--- config.mk ---
export PLATFORM = sky130hd
export DESIGN_NAME = cartridge_bank_mapper_scanline_irq
export DESIGN_NICKNAME = d
export VERILOG_FILES = /design/src/rtl/cbmsi_pkg.sv /design/src/rtl/cartridge_bank_mapper_scanline_irq.sv
export SDC_FILE = /design/constraint.sdc
export NUM_CORES = 1
export LEC_CHECK = 0
export ABC_AREA = 1
export BUFFER_PORTS_ARGS = -buffer_cell sky130_fd_sc_hd__buf_4
export CAP_MARGIN = 15
export CORE_ASPECT_RATIO = 0.75
export CORE_UTILIZATION = 50
export DETAILED_ROUTE_END_ITERATION = 7
export PLACE_DENSITY = 0.67
export RECOVER_POWER = 50
export REMOVE_ABC_BUFFERS = 1
export SLEW_MARGIN = 10
export SYNTH_ARGS = -nofsm -noshare
export SYNTH_HDL_FRONTEND = slang
export SYNTH_SLANG_ARGS = --single-unit
--- constraint.sdc ---
create_clock -name clk -period 4.5 [get_ports clk]
set_clock_uncertainty 0.15 [all_clocks]
set_input_delay 0.9 -clock clk [delete_from_list [all_inputs] [get_ports clk]]
set_output_delay 0.9 -clock clk [all_outputs]
set_load 0.1 [all_outputs]
--- src/rtl/cbmsi_pkg.sv ---
// Shared types and constants for the cartridge bank mapper with scanline interrupt.
// Holds the request structs, command codes, register indexes and decode addresses.
// Depends on nothing.
`timescale 1ns / 1ps

package cbmsi_pkg;

    localparam int VISIBLE_LINES_DEFAULT = 240;
    localparam int IRQ_LINES_DEFAULT     = 8;

    localparam int CFG_INDEX_W = 2;
    localparam int CFG_DATA_W  = 8;

    localparam logic [CFG_INDEX_W-1:0] CFG_PRG_BANK_MASK = 2'd0;
    localparam logic [CFG_INDEX_W-1:0] CFG_CHR_BANK_MASK = 2'd1;
    localparam logic [CFG_INDEX_W-1:0] CFG_CHR_PRESENT   = 2'd2;

    localparam logic [15:0] DEC_MASK       = 16'hF003;
    localparam logic [15:0] DEC_CHR_MASK   = 16'hFFFC;
    localparam logic [15:0] DEC_CHR_BASE   = 16'h6000;
    localparam logic [15:0] DEC_PRG_LOW    = 16'h7000;
    localparam logic [15:0] DEC_PRG_HIGH   = 16'h7001;
    localparam logic [15:0] DEC_IRQ_OFF    = 16'h7002;
    localparam logic [15:0] DEC_IRQ_ON     = 16'h7003;

    localparam logic [7:0] PRG_FIXED_C000 = 8'd254;
    localparam logic [7:0] PRG_FIXED_E000 = 8'd255;
    localparam logic [7:0] COUNT_MAX      = 8'd255;

    typedef enum logic [1:0] {
        CMD_REG_WRITE = 2'd0,
        CMD_TICK      = 2'd1,
        CMD_PRG_ADDR  = 2'd2,
        CMD_CHR_ADDR  = 2'd3
    } cmd_t;

    typedef struct packed {
        cmd_t        command;
        logic [15:0] bus_address;
        logic [7:0]  write_data;
        logic [8:0]  line_number;
        logic        display_on;
    } in_req_t;

    typedef struct packed {
        logic [20:0] rom_address;
        logic        irq_line;
    } out_req_t;

endpackage

--- src/rtl/cartridge_bank_mapper_scanline_irq.sv ---
// Top level of the cartridge bank mapper with scanline interrupt counter.
// A request that is accepted is held in the input register, and its result is
// loaded into the result register when the output register is empty or being read.
// Throughput: one request per cycle while out_ready does not stall the output.
// Reset clears the handshake state, sets the bank registers to their power-up
// banks, disables the counter and restores the configuration defaults.
`timescale 1ns / 1ps

module cartridge_bank_mapper_scanline_irq #(
    parameter int VISIBLE_LINES = cbmsi_pkg::VISIBLE_LINES_DEFAULT,
    parameter int IRQ_LINES     = cbmsi_pkg::IRQ_LINES_DEFAULT
) (
    input  logic                                clk,
    input  logic                                rst_n,
    input  logic                                in_valid,
    output logic                                in_ready,
    input  cbmsi_pkg::in_req_t                  in_data,
    output logic                                out_valid,
    input  logic                                out_ready,
    output cbmsi_pkg::out_req_t                 out_data,
    input  logic                                cfg_write,
    input  logic [cbmsi_pkg::CFG_INDEX_W-1:0]   cfg_index,
    input  logic [cbmsi_pkg::CFG_DATA_W-1:0]    cfg_data
);
    import cbmsi_pkg::*;

    localparam logic [8:0] VISIBLE_LIMIT = 9'(VISIBLE_LINES);
    localparam logic [7:0] IRQ_LIMIT     = 8'(IRQ_LINES);

    logic [7:0] prg_bank_mask_reg;
    logic [7:0] chr_bank_mask_reg;
    logic       chr_present_reg;

    logic       in_valid_reg;
    in_req_t    in_req_reg;
    logic       out_valid_reg;
    out_req_t   out_req_reg;
    out_req_t   out_req_next;

    logic [7:0] chr_banks_reg [4];
    logic [7:0] chr_banks_next [4];
    logic [7:0] prg_bank_low_reg;
    logic [7:0] prg_bank_low_next;
    logic [7:0] prg_bank_high_reg;
    logic [7:0] prg_bank_high_next;
    logic       count_enable_reg;
    logic       count_enable_next;
    logic [7:0] line_count_reg;
    logic [7:0] line_count_next;
    logic       irq_pending_reg;
    logic       irq_pending_next;

    logic        advance;
    logic [15:0] dec_address;
    logic [7:0]  prg_bank;
    logic [7:0]  chr_bank;
    logic [12:0] chr_offset;

    assign advance   = !out_valid_reg || out_ready;
    assign in_ready  = !in_valid_reg || advance;
    assign out_valid = out_valid_reg;
    assign out_data  = out_req_reg;

    always_ff @(posedge clk or negedge rst_n) begin
        if (!rst_n) begin
            prg_bank_mask_reg <= 8'hFF;
            chr_bank_mask_reg <= 8'hFF;
            chr_present_reg   <= 1'b1;
        end else if (cfg_write) begin
            unique case (cfg_index)
                CFG_PRG_BANK_MASK: prg_bank_mask_reg <= cfg_data;
                CFG_CHR_BANK_MASK: chr_bank_mask_reg <= cfg_data;
                CFG_CHR_PRESENT:   chr_present_reg   <= cfg_data[0];
                default: ;
            endcase
        end
    end

    always_ff @(posedge clk or negedge rst_n) begin
        if (!rst_n) begin
            in_valid_reg <= 1'b0;
        end else if (in_ready) begin
            in_valid_reg <= in_valid;
        end
    end

    always_ff @(posedge clk) begin
        if (in_ready && in_valid) begin
            in_req_reg <= in_data;
        end
    end

    always_ff @(posedge clk or negedge rst_n) begin
        if (!rst_n) begin
            out_valid_reg <= 1'b0;
        end else if (advance) begin
            out_valid_reg <= in_valid_reg;
        end
    end

    always_ff @(posedge clk) begin
        if (advance && in_valid_reg) begin
            out_req_reg <= out_req_next;
        end
    end

    always_ff @(posedge clk or negedge rst_n) begin
        if (!rst_n) begin
            chr_banks_reg[0]  <= 8'd0;
            chr_banks_reg[1]  <= 8'd1;
            chr_banks_reg[2]  <= 8'd2;
            chr_banks_reg[3]  <= 8'd3;
            prg_bank_low_reg  <= PRG_FIXED_C000;
            prg_bank_high_reg <= PRG_FIXED_E000;
            count_enable_reg  <= 1'b0;
            line_count_reg    <= 8'd0;
            irq_pending_reg   <= 1'b0;
        end else if (advance && in_valid_reg) begin
            chr_banks_reg     <= chr_banks_next;
            prg_bank_low_reg  <= prg_bank_low_next;
            prg_bank_high_reg <= prg_bank_high_next;
            count_enable_reg  <= count_enable_next;
            line_count_reg    <= line_count_next;
            irq_pending_reg   <= irq_pending_next;
        end
    end

    assign dec_address = in_req_reg.bus_address & DEC_MASK;
    assign chr_offset  = in_req_reg.bus_address[12:0];
    assign chr_bank    = chr_banks_reg[chr_offset[12:11]] & chr_bank_mask_reg;

    always_comb begin
        unique case (in_req_reg.bus_address[14:13])
            2'd0:    prg_bank = prg_bank_low_reg;
            2'd1:    prg_bank = prg_bank_high_reg;
            2'd2:    prg_bank = PRG_FIXED_C000;
            default: prg_bank = PRG_FIXED_E000;
        endcase
        prg_bank = prg_bank & prg_bank_mask_reg;
    end

    always_comb begin
        chr_banks_next     = chr_banks_reg;
        prg_bank_low_next  = prg_bank_low_reg;
        prg_bank_high_next = prg_bank_high_reg;
        count_enable_next  = count_enable_reg;
        line_count_next    = line_count_reg;
        irq_pending_next   = irq_pending_reg;
        out_req_next.rom_address = 21'd0;

        unique case (in_req_reg.command)
            CMD_REG_WRITE: begin
                priority if ((dec_address & DEC_CHR_MASK) == DEC_CHR_BASE) begin
                    if (chr_present_reg) begin
                        chr_banks_next[dec_address[1:0]] = in_req_reg.write_data;
                    end
                end else if (dec_address == DEC_PRG_LOW) begin
                    prg_bank_low_next = in_req_reg.write_data;
                end else if (dec_address == DEC_PRG_HIGH) begin
                    prg_bank_high_next = in_req_reg.write_data;
                end else if (dec_address == DEC_IRQ_OFF) begin
                    count_enable_next = 1'b0;
                    line_count_next   = 8'd0;
                    irq_pending_next  = 1'b0;
                end else if (dec_address == DEC_IRQ_ON) begin
                    count_enable_next = 1'b1;
                end else begin
                end
            end
            CMD_TICK: begin
                if (in_req_reg.line_number < VISIBLE_LIMIT && in_req_reg.display_on) begin
                    if (count_enable_reg && line_count_reg != COUNT_MAX) begin
                        line_count_next = line_count_reg + 8'd1;
                    end
                    if (line_count_next >= IRQ_LIMIT) begin
                        irq_pending_next = 1'b1;
                    end
                end
            end
            CMD_PRG_ADDR: begin
                if (in_req_reg.bus_address[15]) begin
                    out_req_next.rom_address = {prg_bank, in_req_reg.bus_address[12:0]};
                end
            end
            CMD_CHR_ADDR: begin
                if (chr_present_reg) begin
                    out_req_next.rom_address = {2'b00, chr_bank, chr_offset[10:0]};
                end else begin
                    out_req_next.rom_address = {8'd0, chr_offset};
                end
            end
        endcase

        out_req_next.irq_line = irq_pending_next;
    end

endmodule

==> impl_metrics.py <==
metrics = {
    "status": {
        "outcome": "finished, violations left",
        "violations": "capacitance limit, slew limit",
    },
    "worst_setup_path": {
        "arrival_ns": 1.45,
        "cp.required_ns": 3.45,
        "crit_chain": "clkbuf_4, inv_1, nand3_1, buf_4",
        "cpPeakStageDelay_ns": 0.31,
        "critPathLaunchType": "primary input",
        "worstSetupEndpointType": "output port",
        "crit_type": "in2out",
        "critPathSlowestCell": "buf_4",
        "rr_worst_depth": 5,
        "worstPathMaxFanout": 3,
    },
    "clock_tree": {
        "cts_setup_buffers": 0,
        "cts_tree": "done",
        "cts_sinks": 131,
        "htree_levels": 4,
        "clk_pin_slew_ns": 0.06,
        "ctsResizeCount": 0,
        "cts.path.max_buffers": 2,
        "clock_latency_ns": 0.41,
        "cts_buffers": 17,
        "cts-root-buf": "clkbuf_16",
        "cts_hold_buf": 0,
    },
    "global_route": {
        "grt_pass1_wl_mm": 18.8,
        "grtUsageTotal": 0.223,
        "overflow": 0,
        "grt_max_degree": 78,
        "antenna_found_initial": 0,
        "grt_pass1_vias": 3854,
    },
    "sta": {
        "setup_tns_ns": 0,
        "slew_headroom": -0.266,
        "period_needed_ns": 2.50,
        "max_freq_mhz": 401,
        "final_hold_viol_count": 0,
        "worst_pin_slew_ns": 1.90,
        "post-route-period-util": 0.555,
        "drv_slew": 78,
        "rsz0062_at_grt": "no",
        "whs_ns": 0.327,
        "setup_viol": 0,
    },
    "detailed_routing": {
        "antenna_left": 0,
        "drt_iter0_markers": 345,
        "drc_errors": 0,
        "wl_met2_mm": 5.11,
        "wl_met1_mm": 5.62,
        "vias_per_cell": 5.30,
        "drt-wirelength-per-cell_um": 15.3,
        "first_pass_iters": 5,
        "wl_met3_um": 676,
        "routed_wl_mm": 11.5,
        "topRoutingLayerUsed": "met4",
        "vias": 3989,
    },
    "final_layout": {
        "syn_to_final_growth_pct": 21.2,
        "stdcell_count": 753,
        "fin_nets": 656,
        "drive_gt1_frac": 0.264,
        "antenna_cells": 0,
        "largest_reg_flops": 32,
        "fin_area_um2": 6650,
    },
    "logic_synthesis": {
        "synth_top_family_by_area": "simple AND/OR/NAND/NOR gates",
        "synth-xor-area-share": 0.00160,
        "ys_seq_area_frac": 0.655,
        "synthCells": 528,
        "synth.distinct_cells": 34,
        "synth_fa_ha_area_frac": 0.00228,
        "synth_compound_gate_area_share": 0.126,
        "synth_mux_area_frac": 0.00205,
        "syn_avg_cell_area_um2": 10.4,
        "yosysWarnings": 0,
        "synth_seq_cells": 131,
        "synth_area_um2": 5480,
        "yosys.area_share.simple": 0.160,
    },
    "floorplan": {
        "rows": 32,
        "initial_core_util": 0.523,
        "pin_count": 75,
        "core_area_um2": 10500,
        "die_w_um": 123,
        "die_y_um": 92.7,
        "dieArea_um2": 11400,
    },
    "worst_hold_path": {
        "hold_class": "reg2reg",
        "worstHoldPathCells": 2,
    },
    "placed_design": {
        "placed_area_um2": 6120,
        "io_buffers": 70,
        "hpwl_mm": 7.57,
        "dp.cells": 721,
        "routabilityCongestion": 0.860,
    },
    "power_and_ir_drop": {
        "power_mw": 3.31,
        "pwr_density_cell_nw_per_um2": 497,
        "peakVddDrop_uv": 295,
        "p_leak_nw": 2.86,
    },
    "flow_run": {
        "cap_violations": 1,
    },
}
Yosys cell counts:
master,n,area share
a21boi_0,1,0.0014
a21oi_1,5,0.0046
a21oi_4,1,0.0030
buf_2,3,0.0027
buf_6,2,0.0041
clkbuf_1,10,0.0068
clkinv_1,1,0.00068
dfrtp_1,41,0.19
dfstp_2,36,0.17
edfxtp_1,54,0.30
ha_1,1,0.0023
inv_1,52,0.036
inv_2,3,0.0021
mux2_2,1,0.0021
nand2_1,115,0.079
nand2_2,8,0.0091
nand3_1,18,0.016
nand3_2,2,0.0037
nand4_1,9,0.010
nor2_1,41,0.028
nor2_2,2,0.0023
nor3_2,1,0.0018
nor3_4,1,0.0030
nor4_4,1,0.0039
o211ai_1,1,0.0014
o21ai_0,62,0.057
o21ai_1,24,0.022
o21ai_2,8,0.013
o21bai_1,2,0.0027
o22ai_1,18,0.021
o32ai_1,1,0.0016
or2_2,1,0.0011
or3_4,1,0.0021
xor2_1,1,0.0016
power by group:
| part | switching (mW) | internal, mW | leakage (nW) |
|---|---|---|---|
| Combinational | 0.422 | 0.146 | 1.14 |
| Sequential | 0.0871 | 1.41 | 1.46 |
| Clock | 0.485 | 0.754 | 0.261 |
| Total | 0.994 | 2.31 | 2.86 |
cell families (layout without fill, tap and decap cells):
| logic type | Yosys count | after routing |
|---|---|---|
| buffers and inverters | 71 | 160 |
| AO/OA/AOI/OAI | 123 | 123 |
| adder cells (fa/ha/maj) | 1 | 1 |
| flip-flops | 131 | 131 |
| AND/OR/NAND/NOR | 200 | 200 |
| multiplexers | 1 | 1 |
| XOR/XNOR | 1 | 1 |
metal layers:
layer	vias up	global-route usage
li1	1935	-
met1	1913	0.324
met2	128	0.324
met3	13	0.0573
met4	0	0.0762
met5	-	0
cell usage in the layout, fill, tap and decap left out, types with 2 or more instances in the layout:
cell type / instances
nand3_2: 2
clkinvlp_4: 4
o21bai_1: 2
a21oi_1: 5
edfxtp_1: 54
nand4_1: 9
nand2_1: 117
o21ai_0: 62
nand2_2: 6
inv_1: 52
o21ai_1: 24
nor2_1: 42
dfstp_2: 36
o21ai_2: 8
clkbuf_8: 4
clkinv_1: 2
nand3_1: 18
inv_2: 3
clkbuf_1: 3
dfrtp_1: 41
clkbuf_4: 34
o22ai_1: 18
buf_4: 35
clkbuf_16: 17
clkinv_2: 5
worst max-delay path, delay by kind of cell:
family	cells	cell delay [ns]
buffers and inverters	3	0.45
AND/OR/NAND/NOR	1	0.10
path summary, 6_finish.rpt:
path,to,from,slack [ns]
worst max-delay path,in_ready,out_ready,2.00
worst min-delay path,chr_banks_reg[9]$_DFFE_PN1P_,chr_banks_reg[9]$_DFFE_PN1P_,0.33
worst max register to register,out_data[18]$_SDFFCE_PN0P_,chr_offset[11]$_DFFE_PP_,2.07
worst min register to register,chr_banks_reg[9]$_DFFE_PN1P_,chr_banks_reg[9]$_DFFE_PN1P_,0.33
max in group asynchronous,prg_bank_low_reg[0]$_DFFE_PN0P_,rst_n,2.20
min in group asynchronous,line_count_reg[6]$_DFFE_PN0P_,rst_n,0.84
final cells by class:
type | instances | area, µm²
Sequential cell | 131 | 3590
Tap cell | 136 | 170
Inverter | 56 | 210
Fill cell | 870 | 3840
Timing Repair Buffer | 72 | 531
Multi-Input combinational cell | 326 | 1600
Clock inverter | 10 | 58.8
Clock buffer | 22 | 484
through the flow:
stage | util | worst slack (ns)
global route | 0.633 | 1.81
finish | 0.633 | 2.00
CTS | 0.635 | 2.02
global placement | 0.583 | 1.84
detailed placement | 0.583 | 1.82
floorplan | - | 1.33
No activity file was read; power rests on OpenSTA's default activity.
